--- src/hdl/stu_pkg.sv ---
`timescale 1ns / 1ps

package stu_pkg;

   localparam int CharWidth = 8;
   localparam int MaskRegs = 4;
   localparam int MaskRegWidth = 64;
   localparam int MaskIndexWidth = $clog2(MaskRegs);
   localparam int MaskBits = MaskRegs * MaskRegWidth;

   localparam int FifoDepth = 4;
   localparam int FifoPtrWidth = $clog2(FifoDepth);
   localparam int FifoCountWidth = $clog2(FifoDepth + 1);

   localparam logic [CharWidth-1:0] ChNul = 8'h00;
   localparam logic [CharWidth-1:0] ChBs = 8'h08;
   localparam logic [CharWidth-1:0] ChTab = 8'h09;
   localparam logic [CharWidth-1:0] ChLf = 8'h0A;
   localparam logic [CharWidth-1:0] ChCr = 8'h0D;
   localparam logic [CharWidth-1:0] ChSpace = 8'h20;
   localparam logic [CharWidth-1:0] ChQuote = 8'h22;
   localparam logic [CharWidth-1:0] ChBackslash = 8'h5C;
   localparam logic [CharWidth-1:0] ChLowerB = 8'h62;
   localparam logic [CharWidth-1:0] ChLowerN = 8'h6E;
   localparam logic [CharWidth-1:0] ChLowerR = 8'h72;
   localparam logic [CharWidth-1:0] ChLowerT = 8'h74;

   localparam logic KindData = 1'b0;
   localparam logic KindEnd = 1'b1;

   typedef struct packed {
      logic kind;
      logic [CharWidth-1:0] value;
      logic end_consumed;
      logic was_quoted;
      logic last;
   } result_type;

   // up to two results come out of one character
   typedef struct packed {
      logic [1:0] count;
      result_type res0;
      result_type res1;
   } decode_type;

endpackage

--- src/hdl/string_token_unescape.sv ---
`timescale 1ns / 1ps
// a taken character is held in the input register, decoded and written into the result queue
// throughput: one character per cycle while the result queue has room; a character that
// gives two words (octal run ended by another byte) writes both into the queue at once
// a four-word result queue decouples the sides; input stalls when fewer than two slots are free
// reset (synchronous, active high) clears the parser to idle, empties the queue and
// zeroes the extra terminator masks

module string_token_unescape (
   input  logic clock,
   input  logic reset,
   input  logic req_valid,
   output logic req_stall,
   input  logic [stu_pkg::CharWidth-1:0] req_ch,
   input  logic req_start_token,
   output logic rsp_valid,
   input  logic rsp_stall,
   output logic rsp_kind,
   output logic [stu_pkg::CharWidth-1:0] rsp_value,
   output logic rsp_end_consumed,
   output logic rsp_was_quoted,
   output logic rsp_last,
   input  logic csr_wr_en,
   input  logic [stu_pkg::MaskIndexWidth-1:0] csr_index,
   input  logic [stu_pkg::MaskRegWidth-1:0] csr_wdata
);

   logic [stu_pkg::MaskRegs-1:0][stu_pkg::MaskRegWidth-1:0] term_ff;
   logic in_valid_ff;
   logic [stu_pkg::CharWidth-1:0] in_ch_ff;
   logic in_start_ff;
   logic fire, room, take;
   stu_pkg::decode_type dec;
   stu_pkg::result_type out_word;

   assign fire = in_valid_ff && room;
   assign req_stall = in_valid_ff && !room;
   assign take = req_valid && !req_stall;

   always_ff @(posedge clock) begin
      if (reset) begin
         term_ff <= '0;
      end else if (csr_wr_en) begin
         term_ff[csr_index] <= csr_wdata;
      end
   end

   // input register
   always_ff @(posedge clock) begin
      if (reset) begin
         in_valid_ff <= 1'b0;
      end else if (take) begin
         in_valid_ff <= 1'b1;
      end else if (fire) begin
         in_valid_ff <= 1'b0;
      end
   end

   always_ff @(posedge clock) begin
      if (take) begin
         in_ch_ff <= req_ch;
         in_start_ff <= req_start_token;
      end
   end

   stu_decode u_decode (
      .clock       (clock),
      .reset       (reset),
      .fire        (fire),
      .ch          (in_ch_ff),
      .start_token (in_start_ff),
      .term_mask   (term_ff),
      .dec         (dec)
   );

   stu_result_fifo u_fifo (
      .clock     (clock),
      .reset     (reset),
      .push      (fire),
      .dec       (dec),
      .room      (room),
      .out_valid (rsp_valid),
      .out_stall (rsp_stall),
      .out_word  (out_word)
   );

   assign rsp_kind = out_word.kind;
   assign rsp_value = out_word.value;
   assign rsp_end_consumed = out_word.end_consumed;
   assign rsp_was_quoted = out_word.was_quoted;
   assign rsp_last = out_word.last;

endmodule

--- src/hdl/stu_decode.sv ---
`timescale 1ns / 1ps

module stu_decode (
   input  logic clock,
   input  logic reset,
   input  logic fire,
   input  logic [stu_pkg::CharWidth-1:0] ch,
   input  logic start_token,
   input  logic [stu_pkg::MaskBits-1:0] term_mask,
   output stu_pkg::decode_type dec
);

   typedef enum logic [2:0] {
      PH_IDLE   = 3'd0,
      PH_WS     = 3'd1,
      PH_RAW    = 3'd2,
      PH_QUOTED = 3'd3,
      PH_ESC    = 3'd4,
      PH_OCT    = 3'd5
   } phase_type;

   phase_type phase_ff, phase_in;
   logic [7:0] oct_value_ff, oct_value_in;
   logic [1:0] oct_count_ff, oct_count_in;

   phase_type phase_eff;
   logic [7:0] oct_value_eff;
   logic [1:0] oct_count_eff;

   stu_pkg::result_type raw_res, q_res, r0, r1;
   logic [1:0] n;
   logic raw_stop;
   phase_type raw_next, q_next;
   logic q_end, q_close, q_esc, q_emit;
   logic is_digit;
   logic [7:0] oct_next;

   // raw mode terminator
   always_comb begin
      raw_stop = (ch <= stu_pkg::ChSpace) || term_mask[ch];
      raw_res = '0;
      raw_res.kind = raw_stop ? stu_pkg::KindEnd : stu_pkg::KindData;
      raw_res.value = raw_stop ? '0 : ch;
      raw_next = raw_stop ? PH_IDLE : PH_RAW;
   end

   // one character inside quotes
   always_comb begin
      q_end = (ch == stu_pkg::ChNul) || (ch == stu_pkg::ChLf) || (ch == stu_pkg::ChCr);
      q_close = (ch == stu_pkg::ChQuote);
      q_esc = (ch == stu_pkg::ChBackslash);
      q_emit = !q_esc;
      q_res = '0;
      q_res.kind = (q_end || q_close) ? stu_pkg::KindEnd : stu_pkg::KindData;
      q_res.value = (q_end || q_close) ? '0 : ch;
      q_res.end_consumed = q_close;
      q_res.was_quoted = 1'b1;
      if (q_end || q_close) begin
         q_next = PH_IDLE;
      end else if (q_esc) begin
         q_next = PH_ESC;
      end else begin
         q_next = PH_QUOTED;
      end
   end

   always_comb begin
      phase_eff = start_token ? PH_WS : phase_ff;
      oct_value_eff = start_token ? '0 : oct_value_ff;
      oct_count_eff = start_token ? '0 : oct_count_ff;
      is_digit = (ch[7:3] == 5'b00110);
      // low three bits of the shifted value are zero, so the add is a concatenation
      oct_next = {oct_value_eff[4:0], ch[2:0]};

      phase_in = phase_eff;
      oct_value_in = oct_value_eff;
      oct_count_in = oct_count_eff;
      n = 2'd0;
      r0 = '0;
      r1 = '0;

      case (phase_eff)
         PH_WS: begin
            if ((ch == stu_pkg::ChSpace) || (ch == stu_pkg::ChTab) ||
                (ch == stu_pkg::ChLf) || (ch == stu_pkg::ChCr)) begin
               phase_in = PH_WS;
            end else if (ch == stu_pkg::ChQuote) begin
               phase_in = PH_QUOTED;
            end else begin
               n = 2'd1;
               r0 = raw_res;
               phase_in = raw_next;
            end
         end
         PH_RAW: begin
            n = 2'd1;
            r0 = raw_res;
            phase_in = raw_next;
         end
         PH_QUOTED: begin
            n = {1'b0, q_emit};
            r0 = q_res;
            phase_in = q_next;
         end
         PH_ESC: begin
            phase_in = PH_QUOTED;
            r0.was_quoted = 1'b1;
            if (ch == stu_pkg::ChNul) begin
               n = 2'd1;
               r0.kind = stu_pkg::KindEnd;
               phase_in = PH_IDLE;
            end else if (ch == stu_pkg::ChLowerN) begin
               n = 2'd1;
               r0.value = stu_pkg::ChLf;
            end else if (ch == stu_pkg::ChLowerR) begin
               n = 2'd1;
               r0.value = stu_pkg::ChCr;
            end else if (ch == stu_pkg::ChLowerT) begin
               n = 2'd1;
               r0.value = stu_pkg::ChTab;
            end else if (ch == stu_pkg::ChLowerB) begin
               n = 2'd1;
               r0.value = stu_pkg::ChBs;
            end else if (is_digit) begin
               oct_value_in = {5'd0, ch[2:0]};
               oct_count_in = 2'd1;
               phase_in = PH_OCT;
            end else if (ch == stu_pkg::ChLf) begin
               // line continuation, nothing emitted
               phase_in = PH_QUOTED;
            end else begin
               n = 2'd1;
               r0.value = ch;
            end
         end
         PH_OCT: begin
            r0.was_quoted = 1'b1;
            if (is_digit) begin
               if (oct_count_eff == 2'd2) begin
                  n = 2'd1;
                  r0.value = oct_next;
                  oct_value_in = '0;
                  oct_count_in = '0;
                  phase_in = PH_QUOTED;
               end else begin
                  oct_value_in = oct_next;
                  oct_count_in = oct_count_eff + 2'd1;
               end
            end else begin
               // flush the octal byte, then treat this one as a quoted character
               r0.value = oct_value_eff;
               r1 = q_res;
               n = q_emit ? 2'd2 : 2'd1;
               oct_value_in = '0;
               oct_count_in = '0;
               phase_in = q_next;
            end
         end
         default: begin
            phase_in = PH_IDLE;
         end
      endcase

      if (n == 2'd1) begin
         r0.last = 1'b1;
      end
      if (n == 2'd2) begin
         r1.last = 1'b1;
      end

      dec.count = n;
      dec.res0 = r0;
      dec.res1 = r1;
   end

   always_ff @(posedge clock) begin
      if (reset) begin
         phase_ff <= PH_IDLE;
         oct_value_ff <= '0;
         oct_count_ff <= '0;
      end else if (fire) begin
         phase_ff <= phase_in;
         oct_value_ff <= oct_value_in;
         oct_count_ff <= oct_count_in;
      end
   end

endmodule

--- src/hdl/stu_result_fifo.sv ---
`timescale 1ns / 1ps

module stu_result_fifo (
   input  logic clock,
   input  logic reset,
   input  logic push,
   input  stu_pkg::decode_type dec,
   output logic room,
   output logic out_valid,
   input  logic out_stall,
   output stu_pkg::result_type out_word
);

   stu_pkg::result_type mem_ff [stu_pkg::FifoDepth];
   logic [stu_pkg::FifoPtrWidth-1:0] wr_ptr_ff, wr_ptr_in;
   logic [stu_pkg::FifoPtrWidth-1:0] rd_ptr_ff, rd_ptr_in;
   logic [stu_pkg::FifoCountWidth-1:0] count_ff, count_in;
   logic [1:0] push_n;
   logic pop;

   // two free slots needed, an item can leave two words
   assign room = (count_ff <= stu_pkg::FifoCountWidth'(stu_pkg::FifoDepth - 2));
   assign out_valid = (count_ff != '0);
   assign out_word = mem_ff[rd_ptr_ff];
   assign pop = out_valid && !out_stall;
   assign push_n = push ? dec.count : 2'd0;

   always_comb begin
      wr_ptr_in = wr_ptr_ff + stu_pkg::FifoPtrWidth'(push_n);
      rd_ptr_in = rd_ptr_ff + stu_pkg::FifoPtrWidth'(pop);
      count_in = count_ff + stu_pkg::FifoCountWidth'(push_n)
                 - stu_pkg::FifoCountWidth'(pop);
   end

   always_ff @(posedge clock) begin
      if (push_n != 2'd0) begin
         mem_ff[wr_ptr_ff] <= dec.res0;
      end
      if (push_n == 2'd2) begin
         mem_ff[wr_ptr_ff + stu_pkg::FifoPtrWidth'(1)] <= dec.res1;
      end
   end

   always_ff @(posedge clock) begin
      if (reset) begin
         wr_ptr_ff <= '0;
         rd_ptr_ff <= '0;
         count_ff <= '0;
      end else begin
         wr_ptr_ff <= wr_ptr_in;
         rd_ptr_ff <= rd_ptr_in;
         count_ff <= count_in;
      end
   end

endmodule

--- config.mk ---
export PLATFORM = sky130hd
export DESIGN_NAME = string_token_unescape
export DESIGN_NICKNAME = d
export VERILOG_FILES = /design/src/hdl/stu_pkg.sv /design/src/hdl/string_token_unescape.sv /design/src/hdl/stu_decode.sv /design/src/hdl/stu_result_fifo.sv
export SDC_FILE = /design/constraint.sdc
export NUM_CORES = 1
export LEC_CHECK = 0
export ABC_AREA = 1
export BUFFER_PORTS_ARGS = -buffer_cell sky130_fd_sc_hd__buf_2
export CAP_MARGIN = 5
export CORE_MARGIN = 5
export CORE_UTILIZATION = 36
export DETAILED_ROUTE_END_ITERATION = 16
export GPL_ROUTABILITY_DRIVEN = 0
export HOLD_SLACK_MARGIN = 0.06
export PLACE_DENSITY = 0.61
export SYNTH_ARGS = -nofsm -noshare
export SYNTH_HDL_FRONTEND = slang
export SYNTH_SLANG_ARGS = --single-unit
--- constraint.sdc ---
create_clock -name clock -period 3.7 [get_ports clock]
set_input_delay 0.37 -clock clock [delete_from_list [all_inputs] [get_ports clock]]
set_output_delay 0.37 -clock clock [all_outputs]
set_load 0.01 [all_outputs]
==> summary.txt, run 1 <==
STA
  – Max-slew headroom: 32.83%
  – Number of max-slew violations in the final report: 0
  – Fin crit period: 3.179 ns
  – Slew @ Worst Pin: 1.008 ns
  – Setup TNS: 0 ns
  – Final hold viol count: 0
  – PnR worst setup slack: between 0.5 and 0.6 ns
  – Endpoints failing setup: 0
  – Final clock skew: 0.02357 ns
  – Fmax: ~0.31 GHz
  – Post-route clock period utilization: 85.92%
  – Unrepaired setup endpoints after global routing: no

Cells and area
  – Fraction of layout cells with a size suffix above 1: 9.826%
  – Final Util: 42.29%
  – P&R area growth vs syn: 15.92%
  – Layout Nets: 2417
  – Diode count: 0
  – Fillers: 4495
  – Fin cells: 2946

Synthesis
  – FF+latch count, synth: 334
  – Yosys top cell by area: dfxtp_1
  – Synth top area share: 35.21%
  – Syn_nets: 2369
  – Synth Instances: 2283
  – Synth warnings: 0
  – Synthesized area: 15750 um^2
  – Synth cell types: 42
  – Post-synth ARST share: 0%
  – Sequential area share after synthesis: a little under half
  – Main area contributors after synthesis: dfxtp_1 35%, nand2_1 13%, edfxtp_1 11%
  – Cell with the most instances after synthesis: nand2_1
  – Most used DFF post-synth: dfxtp_1
  – Number of synthesized flops with an enable pin: 57
  – Synth top cells by count: 545 x nand2_1, 379 x nor2_1, 277 x dfxtp_1
  – Post-synthesis area per instance: roughly 6.9 um^2

Setup path
  – Worst reg2reg startpoint: in_ch_ff[4]
  – Worst setup SP type: flop
  – Most frequent CP cell: inv_1
  – CP arrival: 3.61 ns
  – Worst Path Required: 4.13 ns
  – Critical Path Start: in_ch_ff[4]
  – Critical path class: reg -> reg
  – Crit-path slowest cell: edfxtp_1
  – Crit-path max FO: 7
  – CP peak stage delay: 0.58 ns
  – Cells along the critical path: nand2_1 > inv_1 > nand3_1 > inv_1 > nand2_1 > a21oi_1 > a2111oi_0 > nand2_1 > inv_1 > nor2_1 > ha_1 > inv_1 > fa_1 > xor2_1 > inv_1 > nor2_1
  – CP Capture Type: flop

Drt
  – WL/cell: 17.08 um
  – Met3 wire length: 3.377 mm
  – Via density: 5.187
  – Total iterations of the first detailed-routing run: 6
  – Met2 WL: 23.72 mm
  – Max Used Layer: met4
  – Via count: roughly 15000
  – Initial DRC Count: 1290
  – Post-detailed-routing wire length: 50.30 mm
  – DRC: 0
  – ANT nets after route: 0
  – Wire length on met1: 21.30 mm

Min path
  – Critical hold path startpoint: csr_wdata[2]
  – Min-Delay Path Class: in -> reg

Clocking
  – Clock Tree Buf Depth: 3
  – Clk sink count: ~330
  – TritonCTS Buffers: 40
  – CTS clock-pin slew for the worst setup and hold paths: approximately 0.060 ns
  – Skew-Pair Late Insertion Delay: approximately 0.57 ns
  – CTS root buf: clkbuf_16
  – Number of H-tree levels: 2
  – TritonCTS clock tree: yes
  – Resized cells post-CTS: 0

Status
  – Outcome: completed

Job
  – Max_cap viols: 0

Floorplanning
  – Die W: 219.2 um
  – Core area: 43170 um^2
  – Chip Height: 219.2 um
  – Row Count: 76
  – I/O pin total: 94
  – Die ar.: 48040 um^2
  – Starting Density: 36.49%

Power and ir drop
  – Lkg Pwr: 7.700 nW
  – Worst VDD drop: 0.3208 mV
  – Pwr dens: 526.9 nW/um^2
  – Pwr Total: 9.621 mW

Placed design
  – Hpwl dp: between 30 and 40 mm
  – IO buf count: between 90 and 100
  – Worst slack at placement: 0.6112 ns
  – Placed Instances: 2861

GRT
  – Grt ovf: 0
  – Gr usage total: 20.55%
  – Via count of the first global-routing pass: 14585
  – Pin count of the biggest net entering global routing: 100
  – Initial antenna violation count: 0
  – First-pass GRT wire length: approximately 79 mm
-- layout by cell type, fill, tap and decap left out, types with 4 or more instances in the layout --
cell type      netlist  layout
nor2_2               8       8
o21ai_1             14      14
clkinv_2             0       6
clkbuf_8             0       4
edfxtp_1            57      57
nand2_1            545     544
clkbuf_1           103       8
a221oi_1             8       8
ha_1                 5       5
nor2_1             379     377
a22oi_1              9       9
o21ai_2              5       5
buf_2               26      93
inv_2               11      12
a211oi_1            11      11
dlygate4sd3_1        0      13
buf_4                5      39
bufinv_16            0       5
inv_1              175     174
o21ai_0            276     276
o22ai_1             14      14
a21oi_1            163     163
clkbuf_16            0      41
nand3_1            144     142
dfxtp_1            277     277
nor3_1              12      12
-- stage by stage --
stage / hold slack, ns / cell area (um^2)
floorplan: 0.4244 / 15750
global placement: 0.4339 / 16750
detailed placement: 0.4417 / 16750
CTS: 0.06357 / 18260
global route: 0.08795 / 18260
finish: 0.08710 / 18260
-- power breakdown --
| group | leakage, nW | internal [mW] | total [mW] | switching [mW] |
|---|---|---|---|---|
| Sequential | 2.79 | 3.91 | 4.00 | 0.0965 |
| Combinational | 4.24 | 0.482 | 1.53 | 1.05 |
| Clock | 0.664 | 2.48 | 4.09 | 1.61 |
| Total | 7.70 | 6.87 | 9.62 | 2.75 |
-- critical path: cells and delay by family, from the launching register on --
family	cells	cell delay, ns
xor gates and xnor gates	1	0.17
and+or+nand+nor	6	0.79
buffers and inverters	5	0.67
DFF	1	0.58
adders and majority gates	2	0.60
AOI/OAI and AO/OA	2	0.26
-- sequential cells by signal (all words and copies together) (netlist names) --
name	flops
in_ch_ff	8
in_start_ff	1
in_valid_ff	1
term_ff	256
u_decode.oct_count_ff	2
u_decode.oct_value_ff	8
u_decode.phase_ff	3
u_fifo.count_ff	3
u_fifo.mem_ff	48
u_fifo.rd_ptr_ff	2
u_fifo.wr_ptr_ff	2
-- worst paths after layout --
path / endpoint / slack, ns / depth (start not counted)
worst max-delay path: u_fifo.count_ff[2] / 0.52 / 16
worst min-delay path: term_ff[130] / 0.09 / 3
worst max register to register: u_fifo.count_ff[2] / 0.52 / 16
worst min register to register: term_ff[47] / 0.45 / 2
-- cell families (layout without fill, tap and decap cells) --
| kind of cell | after synthesis | count (layout) | synth area share [%] |
|---|---|---|---|
| buffers and inverters | 331 | 409 | 8.261 |
| DFF | 334 | 334 | 46.07 |
| AOI/OAI and AO/OA | 513 | 513 | 17.28 |
| xor gates and xnor gates | 4 | 4 | 0.2225 |
| and+or+nand+nor | 1095 | 1095 | 27.64 |
| adders and majority gates | 6 | 6 | 0.5243 |
-- what timing repair did --
| item | in CTS | in global routing |
|---|---|---|
| hold buffers | 13 | 0 |
| hold endpoints to repair | 13 | 0 |
| setup buffers | 0 | 0 |
-- routing by layer --
| metal | vias to the layer above | GRT usage, % |
|---|---|---|
| li1 | 7474 | - |
| met1 | 7122 | 26.63 |
| met2 | 545 | 34.66 |
| met3 | 141 | 3.187 |
| met4 | 0 | 7.787 |
| met5 | - | 0 |
-- area by class of cell --
| type | count | area (um^2) | area share [%] |
|---|---|---|---|
| clock buffer | 53 | 1111 | 6.085 |
| clock inverter | 19 | 262.8 | 1.439 |
| inverter | 189 | 711.9 | 3.899 |
| multi-input combinational | 1618 | 7236 | 39.63 |
| sequential | 334 | 7257 | 39.74 |
| tap | 585 | 732.0 | 4.009 |
| timing repair buffer | 148 | 948.4 | 5.194 |
(Power assumes the default switching activity.)
==> run 2, diff against run 1 <==
==> constraint.sdc (replaced) <==
create_clock -name clock -period 3.7 [get_ports clock]
set_input_delay 0.925 -clock clock [delete_from_list [all_inputs] [get_ports clock]]
set_output_delay 0.925 -clock clock [all_outputs]
set_load 0.01 [all_outputs]
==> summary.txt, run 2 (synthesis gave the netlist of run 1 again) <==
Floorplanning
  – Row Count: 76 (unchanged)
  – Core area: 43170 um^2 (unchanged)
  – I/O pin total: 94 (unchanged)
  – Die ar.: 48040 um^2 (unchanged)
  – Starting Density: 36.49% (unchanged)
  – Chip Height: 219.2 um (unchanged)
  – Die W: 219.2 um (unchanged)

Clocking
  – CTS clock-pin slew for the worst setup and hold paths: 0.06 ns (about the same)
  – Number of H-tree levels: 2 (unchanged)
  – Resized cells post-CTS: 0 (unchanged)
  – Clk sink count: 334 (unchanged)
  – Setup Fix Bufs, Post-CTS: 0 (unchanged)
  – Clock Tree Buf Depth: 3 (unchanged)
  – TritonCTS clock tree: yes
  – CTS root buf: clkbuf_16
  – Skew-Pair Late Insertion Delay: 0.56 ns (about the same)
  – Post-CTS Hold Fix Bufs: 0 (-13)
  – TritonCTS Buffers: 39 (-2.5%)

Cells and area
  – Layout Nets: 2402 (-0.62%)
  – Fraction of layout cells with a size suffix above 1: 9.761% (-0.065 points)
  – Number of flip-flops under the largest register name: 256 (unchanged)
  – P&R area growth vs syn: 14.83%
  – Commonest non-fill, non-tap cell in the layout: nand2_1
  – Top reg by flops: term_ff
  – Fillers: 4507 (+0.27%)
  – Final Util: 41.90% (-0.40 points)
  – Most frequent cells in the layout: 544 x nand2_1, 377 x nor2_1, 277 x dfxtp_1, 276 x o21ai_0, 174 x inv_1
  – Top Registers: term_ff (256), u_fifo.mem_ff (48)

Placed design
  – Worst slack at placement: 0.5464 ns (-0.06480 ns)
  – Hpwl dp: 32.67 mm (+0.77%)
  – IO buf count: 93 (unchanged)

Setup path
  – Worst reg2reg startpoint: in_ch_ff[6]
  – Most frequent CP cell: inv_1
  – Worst Path Required: 4.12 ns (about the same)
  – CP arrival: 3.64 ns (+0.03 ns)
  – Cells along the critical path: nor2_1 > nand3_1 > inv_1 > nand2_1 > a21oi_1 > a2111oi_0 > nand2_1 > inv_1 > nor2_1 > ha_1 > inv_1 > fa_1 > xor2_1 > inv_1 > nor2_1
  – Crit-path slowest cell: edfxtp_1
  – R2r setup slk: 0.47 ns (-0.05 ns)
  – CP peak stage delay: 0.48 ns (-0.10 ns)
  – Critical path class: reg -> reg
  – Reg2Reg Depth: 15 (-1)
  – Critical Path Start: in_ch_ff[6]
  – Reg2reg end: u_fifo.count_ff[2]
  – Worst setup SP type: flop
  – CP Capture Type: flop
  – Worst setup path endpoint: u_fifo.count_ff[2]
  – Crit-path max FO: 7 (unchanged)

Drt
  – Via density: 5.167 (-0.39%)
  – Via count: 15150 (-0.86%)
  – ANT nets after route: 0 (unchanged)
  – Total iterations of the first detailed-routing run: 6 (unchanged)
  – Post-detailed-routing wire length: 50.17 mm (-0.26%)
  – Initial DRC Count: 1438 (+11%)
  – WL/cell: 17.11 um (+0.21%)
  – DRC: 0 (unchanged)

GRT
  – Via count of the first global-routing pass: 14536 (-0.34%)
  – Initial antenna violation count: 3 (+3)
  – Pin count of the biggest net entering global routing: 95 (-5.0%)
  – Grt ovf: 0 (unchanged)
  – First-pass GRT wire length: 79.97 mm (+1.0%)
  – Gr usage total: 20.81% (+0.27 points)

STA
  – Setup TNS: 0 ns (unchanged)
  – Slew @ Worst Pin: 0.9622 ns (-0.04541 ns)
  – Number of max-slew violations in the final report: 0 (unchanged)
  – Final hold viol count: 0 (unchanged)
  – Fin crit period: 3.226 ns (+0.04683 ns)
  – Final clock skew: 0.01810 ns (-0.005469 ns)
  – Fmax: 0.3100 GHz (-1.5%)
  – Post-route clock period utilization: 87.19% (+1.3 points)
  – Endpoints failing setup: 0 (unchanged)
  – Max-slew headroom: 35.85% (+3.0 points)
  – Hold_ws: 0.4495 ns (+0.3624 ns)
  – PnR worst setup slack: 0.4741 ns (-0.04683 ns)
  – Unrepaired setup endpoints after global routing: no

Status
  – Outcome: completed

Power and ir drop
  – Worst VDD drop: 0.3017 mV (-6.0%)
  – Pwr dens: 518.9 nW/um^2 (-1.5%)
  – Lkg Pwr: 7.620 nW (-1.0%)

Min path
  – Min-Delay Path Class: reg -> reg

Job
  – Max_cap viols: 0 (unchanged)
-- run 2: cell types whose count changed in the layout (fill, tap and decap cells not counted), moves of 4 or more --
cell,change
bufinv_16,-4
buf_12,+4
buf_4,-5
dlygate4sd3_1,-13
clkbuf_8,+4
-- run 2: metal layers --
layer	global-route usage, %	wire, um
met5	0	27
met4	7.683	1785
met3	3.338	3021
met1	27.14	21740
met2	34.92	23590
-- run 2: how the worst min path moves through the flow --
stage	start	endpoint	slack [ns]	cells past startpoint
after global routing	term_ff[246]	term_ff[246]	0.47	2
after detailed placement	term_ff[216]	term_ff[216]	0.44	2
after CTS	term_ff[216]	term_ff[216]	0.45	2
after global placement	term_ff[228]	term_ff[228]	0.43	2
after floorplan	term_ff[216]	term_ff[216]	0.42	2
final	term_ff[131]	term_ff[131]	0.45	2
-- run 2: critical path, delay by kind of cell (launching register included) --
kind,cells,cell delay [ns]
AOI/OAI and AO/OA,2,0.22
xor gates and xnor gates,1,0.18
adders and majority gates,2,0.61
buffers and inverters,4,0.49
DFF,1,0.48
and+or+nand+nor,6,1.09
-- run 2: stage by stage --
stage,power (mW),area [um^2],cells
after global placement,5.583,16800,2860
after global routing,9.842,18080,2931
after detailed placement,5.614,16800,2860
final,9.385,18090,2932
after floorplan,5.040,15750,2283
after CTS,9.468,18080,2931
-- run 2: final cells by class --
cell class                      instances  area, um^2  area share [%]
Sequential cell                       334        7257           40.12
Multi-Input combinational cell       1618        7236           40.00
Clock buffer                           57        1166           6.447
Timing Repair Buffer                  134       860.8           4.759
Tap cell                              585       732.0           4.047
Inverter                              189       711.9           3.936
Clock inverter                         14       121.4          0.6710
Antenna cell                            1       2.502         0.01384
-- run 2: where the power goes --
| part | leakage [nW] | total [mW] | internal [mW] | switching, mW |
|---|---|---|---|---|
| clock | 0.627 | 3.86 | 2.27 | 1.59 |
| sequential | 2.79 | 4.00 | 3.91 | 0.0965 |
| combinational | 4.20 | 1.53 | 0.480 | 1.05 |
| total | 7.62 | 9.38 | 6.66 | 2.73 |
